===== config.mk =====
export PLATFORM = sky130hd
export DESIGN_NAME = rate_limited_pan_reference
export DESIGN_NICKNAME = d
export VERILOG_FILES = /design/src/design/rlpr_pkg.sv /design/src/design/rlpr_mul.sv /design/src/design/rlpr_ctrl.sv /design/src/design/rate_limited_pan_reference.sv
export SDC_FILE = /design/constraint.sdc
export NUM_CORES = 2
export LEC_CHECK = 0
export BUFFER_PORTS_ARGS = -buffer_cell sky130_fd_sc_hd__buf_2
export CORE_ASPECT_RATIO = 1.2
export CORE_MARGIN = 2
export CORE_UTILIZATION = 50
export CTS_CLUSTER_SIZE = 30
export DETAILED_ROUTE_END_ITERATION = 8
export HOLD_SLACK_MARGIN = 0.1
export PLACE_DENSITY = 0.69
export SLEW_MARGIN = 20
export SYNTH_ARGS = -nofsm -noshare
export SYNTH_HDL_FRONTEND = slang
export SYNTH_SLANG_ARGS = --single-unit
export TNS_END_PERCENT = 50

===== constraint.sdc =====
create_clock -name clk -period 18.5 [get_ports clk]
set_input_delay 1.85 -clock clk [delete_from_list [all_inputs] [get_ports clk]]
set_output_delay 1.85 -clock clk [all_outputs]
set_load 0.01 [all_outputs]

===== src/design/rlpr_pkg.sv =====
// Shared types, constants and the quarter-wave sine table for the pan reference generator.
// Used by every module of the block; depends on nothing else.

package rlpr_pkg;

	// Field and port widths
	localparam int VAL_W     = 20;
	localparam int CFG_W     = 20;
	localparam int CFG_IDX_W = 2;
	localparam int PAN_W     = 14;
	localparam int MAXV_W    = 18;
	localparam int MAXA_W    = 20;
	localparam int PHASE_W   = 16;

	// Tick rate, the reciprocal used to divide by it, and the reciprocal used to divide by ten
	localparam int      TICK_RATE_HZ = 50;
	localparam int      TICK_HALF    = TICK_RATE_HZ / 2;
	localparam int      RECIP_SHIFT  = 32;
	localparam longint  TICK_RECIP   = ((64'd1 << RECIP_SHIFT) + TICK_RATE_HZ - 1) / TICK_RATE_HZ;
	localparam longint  TENTH_RECIP  = ((64'd1 << RECIP_SHIFT) + 10 - 1) / 10;

	// Shared multiplier operand and product widths, with the quotient and sum widths
	localparam int MUL_A_W = 24;
	localparam int MUL_B_W = 32;
	localparam int PROD_W  = MUL_A_W + MUL_B_W;
	localparam int QUOT_W  = 21;
	localparam int SUM_W   = 24;

	// Saturation bounds of the 20 bit signed values
	localparam logic signed [SUM_W-1:0] V_MAX = SUM_W'(524287);
	localparam logic signed [SUM_W-1:0] V_MIN = -SUM_W'(524288);

	// Quarter-wave sine table
	localparam int          SINE_TABLE_DEPTH = 256;
	localparam int          SINE_W           = 17;
	localparam int          SINE_IDX_W       = $clog2(SINE_TABLE_DEPTH + 1);
	localparam logic [63:0] HALF_PI_Q30      = 64'd1686629713;

	// Reciprocals of the series divisors 2k(2k+1), rounded up; exact for terms below 2^32
	localparam int          TAYLOR_SHIFT   = 42;
	localparam logic [63:0] TAYLOR_RECIP_1 = ((64'd1 << TAYLOR_SHIFT) + 64'd5) / 64'd6;
	localparam logic [63:0] TAYLOR_RECIP_2 = ((64'd1 << TAYLOR_SHIFT) + 64'd19) / 64'd20;
	localparam logic [63:0] TAYLOR_RECIP_3 = ((64'd1 << TAYLOR_SHIFT) + 64'd41) / 64'd42;
	localparam logic [63:0] TAYLOR_RECIP_4 = ((64'd1 << TAYLOR_SHIFT) + 64'd71) / 64'd72;
	localparam logic [63:0] TAYLOR_RECIP_5 = ((64'd1 << TAYLOR_SHIFT) + 64'd109) / 64'd110;
	localparam logic [63:0] TAYLOR_RECIP_6 = ((64'd1 << TAYLOR_SHIFT) + 64'd155) / 64'd156;
	localparam logic [63:0] TAYLOR_RECIP_7 = ((64'd1 << TAYLOR_SHIFT) + 64'd209) / 64'd210;
	localparam logic [63:0] TAYLOR_RECIP_8 = ((64'd1 << TAYLOR_SHIFT) + 64'd271) / 64'd272;

	// Register indexes
	localparam logic [CFG_IDX_W-1:0] REG_PAN_LIM    = 2'd0;
	localparam logic [CFG_IDX_W-1:0] REG_MAX_VEL    = 2'd1;
	localparam logic [CFG_IDX_W-1:0] REG_MAX_ACC    = 2'd2;
	localparam logic [CFG_IDX_W-1:0] REG_PHASE_STEP = 2'd3;

	// Register reset values
	localparam logic [PAN_W-1:0]   PAN_LIM_RST    = 14'd6431;
	localparam logic [MAXV_W-1:0]  MAX_VEL_RST    = 18'd16384;
	localparam logic [MAXA_W-1:0]  MAX_ACC_RST    = 20'd49152;
	localparam logic [PHASE_W-1:0] PHASE_STEP_RST = 16'd786;

	// Goal modes
	localparam logic [1:0] MODE_REST   = 2'd0;
	localparam logic [1:0] MODE_SWEEP  = 2'd1;
	localparam logic [1:0] MODE_FOLLOW = 2'd2;
	localparam logic [1:0] MODE_HOLD   = 2'd3;

	typedef struct packed {
		logic [1:0]              mode;
		logic signed [VAL_W-1:0] bearing;
	} in_item_t;

	typedef struct packed {
		logic signed [VAL_W-1:0] position_ref;
		logic signed [VAL_W-1:0] velocity_ref;
	} out_item_t;

	// Sequencer steps; each step but idle owns one use of the shared multiplier or one update
	typedef enum logic [3:0] {
		ST_IDLE,
		ST_AMP,
		ST_SIN,
		ST_TGT,
		ST_VDES,
		ST_ACC,
		ST_VDIV,
		ST_VUPD,
		ST_PDIV,
		ST_PUPD
	} step_t;

	typedef struct packed {
		logic  in_ready;
		logic  mul_en;
		logic  out_load;
		step_t op;
	} rlpr_ctl_t;

	// Pick the reciprocal of the k-th series divisor
	function automatic logic [63:0] taylor_recip(input int k);
		case (k)
			1:       return TAYLOR_RECIP_1;
			2:       return TAYLOR_RECIP_2;
			3:       return TAYLOR_RECIP_3;
			4:       return TAYLOR_RECIP_4;
			5:       return TAYLOR_RECIP_5;
			6:       return TAYLOR_RECIP_6;
			7:       return TAYLOR_RECIP_7;
			default: return TAYLOR_RECIP_8;
		endcase
	endfunction

	// Build the table with a truncated Taylor series in Q30, entry i = sin(i*pi/2/D) in Q16
	function automatic logic [(SINE_TABLE_DEPTH+1)*SINE_W-1:0] build_sine_rom();
		logic [(SINE_TABLE_DEPTH+1)*SINE_W-1:0] rom;
		logic [63:0]  x;
		logic [63:0]  term;
		logic [63:0]  sum;
		logic [63:0]  r;
		logic [127:0] wide;
		rom = '0;
		for (int i = 0; i <= SINE_TABLE_DEPTH; i++) begin
			x = (64'(i) * HALF_PI_Q30) / 64'(SINE_TABLE_DEPTH);
			term = x;
			sum = '0;
			for (int k = 1; k <= 8; k++) begin
				if ((k & 1) != 0) begin
					sum = sum + term;
				end else begin
					sum = sum - term;
				end
				term = (term * x) >> 30;
				term = (term * x) >> 30;
				wide = 128'(term) * 128'(taylor_recip(k));
				term = wide[TAYLOR_SHIFT +: 64];
			end
			r = (sum + 64'd8192) >> 14;
			if (r > 64'd65536) begin
				r = 64'd65536;
			end
			rom[i*SINE_W +: SINE_W] = r[SINE_W-1:0];
		end
		return rom;
	endfunction

	localparam logic [(SINE_TABLE_DEPTH+1)*SINE_W-1:0] SINE_ROM = build_sine_rom();

	function automatic logic [SINE_W-1:0] sine_entry(input logic [SINE_IDX_W-1:0] idx);
		return SINE_ROM[int'(idx)*SINE_W +: SINE_W];
	endfunction

endpackage


===== src/design/rlpr_mul.sv =====
// Shared signed multiplier with a registered product.
// Depends on rlpr_pkg for operand and product widths.

module rlpr_mul import rlpr_pkg::*; (
	input  logic                       clk,
	input  logic                       en,
	input  logic signed [MUL_A_W-1:0]  a,
	input  logic signed [MUL_B_W-1:0]  b,
	output logic signed [PROD_W-1:0]   prod
);

	logic signed [PROD_W-1:0] prod_q;

	// Capture a new product only when a step issues one; hold otherwise
	always_ff @(posedge clk) begin
		if (en) begin
			prod_q <= PROD_W'(a) * PROD_W'(b);
		end
	end

	assign prod = prod_q;

endmodule


===== src/design/rlpr_ctrl.sv =====
// Step sequencer for the pan reference generator: walks one item through the shared multiplier.
// Depends on rlpr_pkg for the step enum and the control struct.

module rlpr_ctrl import rlpr_pkg::*; (
	input  logic      clk,
	input  logic      arst_n,
	input  logic      in_valid,
	input  logic      out_free,
	output rlpr_ctl_t ctl
);

	step_t state_q;
	step_t state_d;

	// Hold the current step
	always_ff @(posedge clk or negedge arst_n) begin
		if (!arst_n) begin
			state_q <= ST_IDLE;
		end else begin
			state_q <= state_d;
		end
	end

	// Advance through the fixed step order; wait at the last step for room in the output register
	always_comb begin
		state_d = state_q;
		case (state_q)
			ST_IDLE: begin
				if (in_valid) begin
					state_d = ST_AMP;
				end
			end
			ST_AMP:  state_d = ST_SIN;
			ST_SIN:  state_d = ST_TGT;
			ST_TGT:  state_d = ST_VDES;
			ST_VDES: state_d = ST_ACC;
			ST_ACC:  state_d = ST_VDIV;
			ST_VDIV: state_d = ST_VUPD;
			ST_VUPD: state_d = ST_PDIV;
			ST_PDIV: state_d = ST_PUPD;
			ST_PUPD: begin
				if (out_free) begin
					state_d = ST_IDLE;
				end
			end
			default: state_d = ST_IDLE;
		endcase
	end

	// Decode the step into datapath controls
	always_comb begin
		ctl.op       = state_q;
		ctl.in_ready = (state_q == ST_IDLE);
		ctl.out_load = (state_q == ST_PUPD) && out_free;
		case (state_q)
			ST_AMP, ST_SIN, ST_VDES, ST_ACC, ST_VDIV, ST_PDIV: ctl.mul_en = 1'b1;
			default:                                          ctl.mul_en = 1'b0;
		endcase
	end

endmodule


===== src/design/rate_limited_pan_reference.sv =====
// Pan reference generator: one input item is one control tick carrying a goal mode and a
// bearing; each item yields exactly one item holding the new position and velocity references.
// An accepted item runs through nine sequencer steps before the next item can be accepted;
// their order is set by the single shared multiplier, which forms six products per item in
// turn (scan amplitude, sine scaling, desired velocity, acceleration and
// two divisions by the tick rate). in_ready is high only while the sequencer is idle; a
// finished item waits in the output register, and the last step stalls only if that register
// is still full. Configuration writes take effect at once and must be made while idle.
// Depends on rlpr_pkg, rlpr_mul and rlpr_ctrl.

module rate_limited_pan_reference import rlpr_pkg::*; (
	input  logic                 clk,
	input  logic                 arst_n,
	input  logic                 in_valid,
	output logic                 in_ready,
	input  in_item_t             in_data,
	output logic                 out_valid,
	input  logic                 out_ready,
	output out_item_t            out_data,
	input  logic                 cfg_we,
	input  logic [CFG_IDX_W-1:0] cfg_index,
	input  logic [CFG_W-1:0]     cfg_data
);

	rlpr_ctl_t ctl;
	logic      out_free;

	// Configuration registers
	logic [PAN_W-1:0]   pan_lim_q;
	logic [MAXV_W-1:0]  max_vel_q;
	logic [MAXA_W-1:0]  max_acc_q;
	logic [PHASE_W-1:0] phase_step_q;

	// Tick state and per-item working registers
	logic signed [VAL_W-1:0] pos_q;
	logic signed [VAL_W-1:0] vel_q;
	logic [PHASE_W-1:0]      phase_q;
	logic [1:0]              mode_q;
	logic signed [VAL_W-1:0] bearing_q;
	logic signed [VAL_W-1:0] target_q;
	logic                    neg_q;
	logic                    out_valid_q;
	out_item_t               out_q;

	// Multiplier operands and product
	logic signed [MUL_A_W-1:0] mul_a;
	logic signed [MUL_B_W-1:0] mul_b;
	logic signed [PROD_W-1:0]  prod;

	// Combinational helpers
	logic signed [VAL_W-1:0]   lim_s;
	logic [17:0]               pan9_plus5;
	logic [PAN_W-1:0]          amp;
	logic [14+SINE_IDX_W-1:0]  idx_prod;
	logic [SINE_IDX_W-1:0]     idx;
	logic [SINE_IDX_W-1:0]     rom_idx;
	logic [SINE_W-1:0]         sine_mag;
	logic signed [SINE_W:0]    sine_s;
	logic signed [PROD_W-1:0]  prod_abs;
	logic                      prod_neg;
	logic [15:0]               scan_mag;
	logic signed [VAL_W-1:0]   scan_tgt;
	logic signed [VAL_W-1:0]   target_d;
	logic signed [PROD_W-1:0]  maxv_w;
	logic signed [PROD_W-1:0]  maxa_w;
	logic signed [VAL_W-1:0]   vdes;
	logic [MAXA_W-1:0]         acc_mag;
	logic                      acc_neg;
	logic [VAL_W:0]            vel_mag;
	logic [QUOT_W-1:0]         quot;
	logic signed [SUM_W-1:0]   quot_s;
	logic signed [SUM_W-1:0]   vel_sum;
	logic signed [VAL_W-1:0]   vel_sat;
	logic signed [SUM_W-1:0]   pos_sum;
	logic signed [SUM_W-1:0]   lim_w;
	logic signed [VAL_W-1:0]   pos_clamp;

	assign out_free  = !out_valid_q || out_ready;
	assign in_ready  = ctl.in_ready;
	assign out_valid = out_valid_q;
	assign out_data  = out_q;

	rlpr_ctrl u_ctrl (
		.clk      (clk),
		.arst_n   (arst_n),
		.in_valid (in_valid),
		.out_free (out_free),
		.ctl      (ctl)
	);

	rlpr_mul u_mul (
		.clk  (clk),
		.en   (ctl.mul_en),
		.a    (mul_a),
		.b    (mul_b),
		.prod (prod)
	);

	// Write configuration registers
	always_ff @(posedge clk or negedge arst_n) begin
		if (!arst_n) begin
			pan_lim_q    <= PAN_LIM_RST;
			max_vel_q    <= MAX_VEL_RST;
			max_acc_q    <= MAX_ACC_RST;
			phase_step_q <= PHASE_STEP_RST;
		end else if (cfg_we) begin
			case (cfg_index)
				REG_PAN_LIM:    pan_lim_q    <= cfg_data[PAN_W-1:0];
				REG_MAX_VEL:    max_vel_q    <= cfg_data[MAXV_W-1:0];
				REG_MAX_ACC:    max_acc_q    <= cfg_data[MAXA_W-1:0];
				REG_PHASE_STEP: phase_step_q <= cfg_data[PHASE_W-1:0];
				default: ;
			endcase
		end
	end

	assign lim_s  = VAL_W'({1'b0, pan_lim_q});
	assign lim_w  = SUM_W'({1'b0, pan_lim_q});
	assign maxv_w = PROD_W'({1'b0, max_vel_q});
	assign maxa_w = PROD_W'({1'b0, max_acc_q});

	// Scan amplitude: 9 * limit + 5, divided by ten through the multiplier
	assign pan9_plus5 = (18'(pan_lim_q) << 3) + 18'(pan_lim_q) + 18'd5;
	assign amp        = prod[RECIP_SHIFT +: PAN_W];

	// Quarter-wave lookup of the current phase
	always_comb begin
		idx_prod = (14 + SINE_IDX_W)'(phase_q[13:0]) * (14 + SINE_IDX_W)'(SINE_TABLE_DEPTH);
		idx      = idx_prod[14 +: SINE_IDX_W];
		rom_idx  = phase_q[14] ? (SINE_IDX_W'(SINE_TABLE_DEPTH) - idx) : idx;
		sine_mag = sine_entry(rom_idx);
		sine_s   = phase_q[15] ? -$signed({1'b0, sine_mag}) : $signed({1'b0, sine_mag});
	end

	// Magnitude and sign of the product, shared by rounding and clamping steps
	assign prod_neg = prod[PROD_W-1];
	assign prod_abs = prod_neg ? -prod : prod;

	// Scaled sine rounded to nearest, halves away from zero
	always_comb begin
		scan_mag = 16'((32'(prod_abs[30:0]) + 32'd32768) >> 16);
		scan_tgt = prod_neg ? -$signed(VAL_W'(scan_mag)) : $signed(VAL_W'(scan_mag));
	end

	// Pick the target for this tick
	always_comb begin
		case (mode_q)
			MODE_SWEEP: target_d = scan_tgt;
			MODE_FOLLOW: begin
				if (bearing_q > lim_s) begin
					target_d = lim_s;
				end else if (bearing_q < -lim_s) begin
					target_d = -lim_s;
				end else begin
					target_d = bearing_q;
				end
			end
			MODE_REST, MODE_HOLD: target_d = pos_q;
			default:              target_d = pos_q;
		endcase
	end

	// Clamp desired velocity
	always_comb begin
		if (prod > maxv_w) begin
			vdes = VAL_W'(maxv_w);
		end else if (prod < -maxv_w) begin
			vdes = -VAL_W'(maxv_w);
		end else begin
			vdes = prod[VAL_W-1:0];
		end
	end

	// Clamp acceleration, kept as sign and magnitude for the rounded division
	always_comb begin
		if (prod > maxa_w) begin
			acc_mag = max_acc_q;
			acc_neg = 1'b0;
		end else if (prod < -maxa_w) begin
			acc_mag = max_acc_q;
			acc_neg = 1'b1;
		end else begin
			acc_mag = prod_abs[MAXA_W-1:0];
			acc_neg = prod_neg;
		end
	end

	assign vel_mag = vel_q[VAL_W-1] ? -(VAL_W + 1)'(vel_q) : (VAL_W + 1)'(vel_q);

	// Quotient of a rounded division by the tick rate, with its sign restored
	always_comb begin
		quot   = prod[RECIP_SHIFT +: QUOT_W];
		quot_s = neg_q ? -$signed(SUM_W'(quot)) : $signed(SUM_W'(quot));
	end

	// Integrate velocity with saturation
	always_comb begin
		vel_sum = SUM_W'(vel_q) + quot_s;
		if (vel_sum > V_MAX) begin
			vel_sat = VAL_W'(V_MAX);
		end else if (vel_sum < V_MIN) begin
			vel_sat = VAL_W'(V_MIN);
		end else begin
			vel_sat = vel_sum[VAL_W-1:0];
		end
	end

	// Integrate position and clamp to the pan limit
	always_comb begin
		pos_sum = SUM_W'(pos_q) + quot_s;
		if (pos_sum > lim_w) begin
			pos_clamp = lim_s;
		end else if (pos_sum < -lim_w) begin
			pos_clamp = -lim_s;
		end else begin
			pos_clamp = pos_sum[VAL_W-1:0];
		end
	end

	// Route operands to the shared multiplier
	always_comb begin
		mul_a = '0;
		mul_b = '0;
		case (ctl.op)
			ST_AMP: begin
				mul_a = MUL_A_W'(pan9_plus5);
				mul_b = MUL_B_W'(TENTH_RECIP);
			end
			ST_SIN: begin
				mul_a = MUL_A_W'(amp);
				mul_b = MUL_B_W'(sine_s);
			end
			ST_VDES: begin
				mul_a = MUL_A_W'(target_q) - MUL_A_W'(pos_q);
				mul_b = MUL_B_W'(TICK_RATE_HZ);
			end
			ST_ACC: begin
				mul_a = MUL_A_W'(vdes) - MUL_A_W'(vel_q);
				mul_b = MUL_B_W'(TICK_RATE_HZ);
			end
			ST_VDIV: begin
				mul_a = MUL_A_W'((VAL_W + 1)'(acc_mag) + (VAL_W + 1)'(TICK_HALF));
				mul_b = MUL_B_W'(TICK_RECIP);
			end
			ST_PDIV: begin
				mul_a = MUL_A_W'(vel_mag + (VAL_W + 1)'(TICK_HALF));
				mul_b = MUL_B_W'(TICK_RECIP);
			end
			default: begin
				mul_a = '0;
				mul_b = '0;
			end
		endcase
	end

	// Advance the phase and update tick state
	always_ff @(posedge clk or negedge arst_n) begin
		if (!arst_n) begin
			pos_q   <= '0;
			vel_q   <= '0;
			phase_q <= '0;
		end else begin
			case (ctl.op)
				ST_AMP: begin
					if (mode_q == MODE_SWEEP) begin
						phase_q <= phase_q + phase_step_q;
					end
				end
				ST_VUPD: vel_q <= vel_sat;
				ST_PUPD: begin
					if (ctl.out_load) begin
						pos_q <= pos_clamp;
					end
				end
				default: ;
			endcase
		end
	end

	// Working registers of the current item
	always_ff @(posedge clk) begin
		case (ctl.op)
			ST_IDLE: begin
				if (in_valid) begin
					mode_q    <= in_data.mode;
					bearing_q <= in_data.bearing;
				end
			end
			ST_TGT:  target_q <= target_d;
			ST_VDIV: neg_q    <= acc_neg;
			ST_PDIV: neg_q    <= vel_q[VAL_W-1];
			default: ;
		endcase
	end

	// Output register: load the finished item, drop it once taken
	always_ff @(posedge clk or negedge arst_n) begin
		if (!arst_n) begin
			out_valid_q <= 1'b0;
		end else if (ctl.out_load) begin
			out_valid_q <= 1'b1;
		end else if (out_ready) begin
			out_valid_q <= 1'b0;
		end
	end

	always_ff @(posedge clk) begin
		if (ctl.out_load) begin
			out_q.position_ref <= pos_clamp;
			out_q.velocity_ref <= vel_q;
		end
	end

	// A waiting item never carries a position beyond the pan limit
	a_pos_in_limit: assert property (@(posedge clk) disable iff (!arst_n)
		out_valid_q |-> (out_q.position_ref <= lim_s) && (out_q.position_ref >= -lim_s))
		else $error("position reference outside the pan limit");

	// The block goes busy right after taking an item
	a_busy_after_accept: assert property (@(posedge clk) disable iff (!arst_n)
		(in_valid && in_ready) |=> !in_ready)
		else $error("ready still high after an accepted item");

	// The sweep phase moves only on the scan step of a scan item
	a_phase_only_scan: assert property (@(posedge clk) disable iff (!arst_n)
		!(ctl.op == ST_AMP && mode_q == MODE_SWEEP) |=> $stable(phase_q))
		else $error("sweep phase moved outside a scan tick");

	// A finished item is loaded only into a free output register
	a_load_into_free: assert property (@(posedge clk) disable iff (!arst_n)
		ctl.out_load |-> (!out_valid_q || out_ready))
		else $error("output register overwritten before it was taken");

endmodule

==> results.cfg <==
[floorplanning]
fp.dieH_um = 377
die_w_um = 315
start_util = 0.505
core-area_mm2 = 0.115
ios = 91
placementRows = 136
die-area_mm2 = 0.119

[sta]
slew_violations = 0
rsz0062_at_grt = false
period_share = 0.864
slew_headroom = 0.162
max_freq_ghz = 0.0626
hold_violations = 0
timing.setup.tns_ns = 0
setup_viol = 0
fin_skew_ns = 0.0274
period_needed_ns = 15.98
tightest_slew_ns = 1.25

[worst_setup_path]
critPathSlowestCell = or4_1
worstPathMaxFanout = 29
endpoint_kind = register
critPathLaunch = max_vel_q[0]
worst_ep_required_time_ns = 18.86
cpPeakStageDelay_ns = 0.65
rr_startpoint = max_vel_q[0]
cp_common_cell = fa_1
crit_arrival_ns = 16.34
crit_type = register to register
worstSetupStartpointType = register

[synthesis]
yosysUniqueCellTypes = 128
synth_ff_type = edfxtp_1
synth-edff-count = 139
synth.most_common_cell = inv_1
ys_warn_count = 0
synth_top_area_share = 0.260
synth_top_area_cell = fa_1
synth_area_mm2 = 0.0580
synthTopCellsByArea = fa_1, ha_1, edfxtp_1, inv_1, dfrtp_1
yosysSeqAreaShare = 0.128
async_flop_share = 0.481
synth_common_cells = inv_1, fa_1, nand2_1
avgSynthCellArea_um2 = 8.62
ys_seq_elements = 268
synthCells = 6731

[drt]
wl_um = 222000
dr.pass1.iters = 7
via_per_inst = 6.29
vias = 52500
first_iter_violations = 5791
ant_nets = 0
route.detailed.drc = 0
post_drt_wl_per_cell_um = 26.6

[clock_network]
cts_setup_buffers = 0
cts_sinks = 268
clkLatencyLatePin_ns = 0.62
path_clk_slew_ns = 0.07
tritoncts = done
cts-resized-gates = 0
cts_root_buf = clkbuf_16
cts_buffers = 31
htreeDepth = 1
ctsLongestPathBuffers = 3
cts_hold_buf = 0

[global_routing]
antenna_found_initial = 7
first_global_vias = 52900
grt_max_degree = 78
grtUsageTotal = 0.374
overflow = 0
grt_first_pass_wirelength_um = 334000

[final_layout]
drive_above_1_share = 0.0706
syn_to_final_growth_pct = 6.28
nNetsFinal = 8099
final_area_mm2 = 0.0617

[placement]
gp_congestion = 1.02
placed_cell_area_mm2 = 0.0606
io_buffers = 90
hpwlAfterDp_um = 179000

[flow_run]
drv_cap = 0

[min_path]
min_from = phase_q[2]
hp-class = register to register

[run_status]
outcome = completed
-- layout make-up --
type                            count  area [um^2]
Fill cell                       10700        53200
Multi-Input combinational cell   5251        46000
Sequential cell                   268         7420
Inverter                         1026         3850
Tap cell                         1518         1900
Timing Repair Buffer              213         1380
Clock buffer                       39          857
Clock inverter                     19          215
Antenna cell                        1         2.50
-- cell usage in the layout, fill, tap and decap left out, drive strengths merged, types with 150 or more instances in the layout --
master,n
inv,1028
xnor2,249
nand3,150
o21ai,328
ha,506
fa,753
nand2,509
a21oi,359
nor2,424
buf,213
-- flip-flops by register name, summed over array words and instances (netlist names) --
| signal | count |
|---|---|
| vel_q | 20 |
| out_data | 40 |
| phase_step_q | 16 |
| phase_q | 16 |
| out_valid | 1 |
| mode_q | 2 |
| pos_q | 20 |
| max_vel_q | 18 |
| u_mul.prod | 56 |
| bearing_q | 20 |
| max_acc_q | 20 |
| neg_q | 1 |
| pan_lim_q | 14 |
| u_ctrl.state_q | 4 |
| target_q | 20 |
-- metrics by stage --
stage / setup slack [ns] / hold slack, ns / std cells / util
2_1_floorplan: 4.51 / 0.451 / 6874 / -
3_3_place_gp: 2.93 / 0.469 / 8276 / 0.528
3_5_place_dp: 2.76 / 0.478 / 8276 / 0.528
4_1_cts: 2.71 / 0.494 / 8334 / 0.537
5_1_grt: 1.50 / 0.520 / 8334 / 0.537
6_report: 2.52 / 0.492 / 8335 / 0.537
-- kinds of logic (layout without fill, tap and decap cells) --
group / Yosys count / in the layout / share of synthesized area
buf+inv: 1355 / 1297 / 0.0910
mux: 131 / 131 / 0.0243
flops: 268 / 268 / 0.128
compound gates: 1556 / 1556 / 0.180
other cells: 2 / 146 / 0.000129
fa+ha+maj: 1261 / 1261 / 0.369
xor+xnor: 346 / 346 / 0.0523
simple gates: 1812 / 1812 / 0.155
-- routing by layer --
metal,wire [um],vias up,share of wire,global-route usage
li1,-,23100,-,-
met1,83400,25700,0.38,0.461
met2,102000,2808,0.46,0.606
met3,18000,836,0.081,0.0558
met4,18600,8,0.084,0.254
met5,56,-,0.00025,0
-- path summary, 6_finish.rpt --
| check | end | depth (start not counted) | slack (ns) |
|---|---|---|---|
| setup / recovery | u_mul.prod[46] | 56 | 2.52 |
| hold / removal | phase_q[2] | 2 | 0.49 |
| setup reg to reg | u_mul.prod[46] | 56 | 2.52 |
| hold reg to reg | phase_q[2] | 2 | 0.49 |
| max in group asynchronous | phase_q[14] | 2 | 15.95 |
| min in group asynchronous | max_vel_q[7] | 1 | 1.25 |
-- critical path, delay by kind of cell (launching register included) --
family	cells	cell delay, ns
AOI/OAI and AO/OA	21	5.29
xor gates and xnor gates	3	0.44
adders and majority gates	11	4.99
buffers and inverters	7	0.87
DFF	1	0.47
muxes	1	0.23
and+or+nand+nor	13	3.33
Power is left out: the tool's default activity adds up to more than one toggle a clock period on the data nets, which glitch-free logic cannot reach.
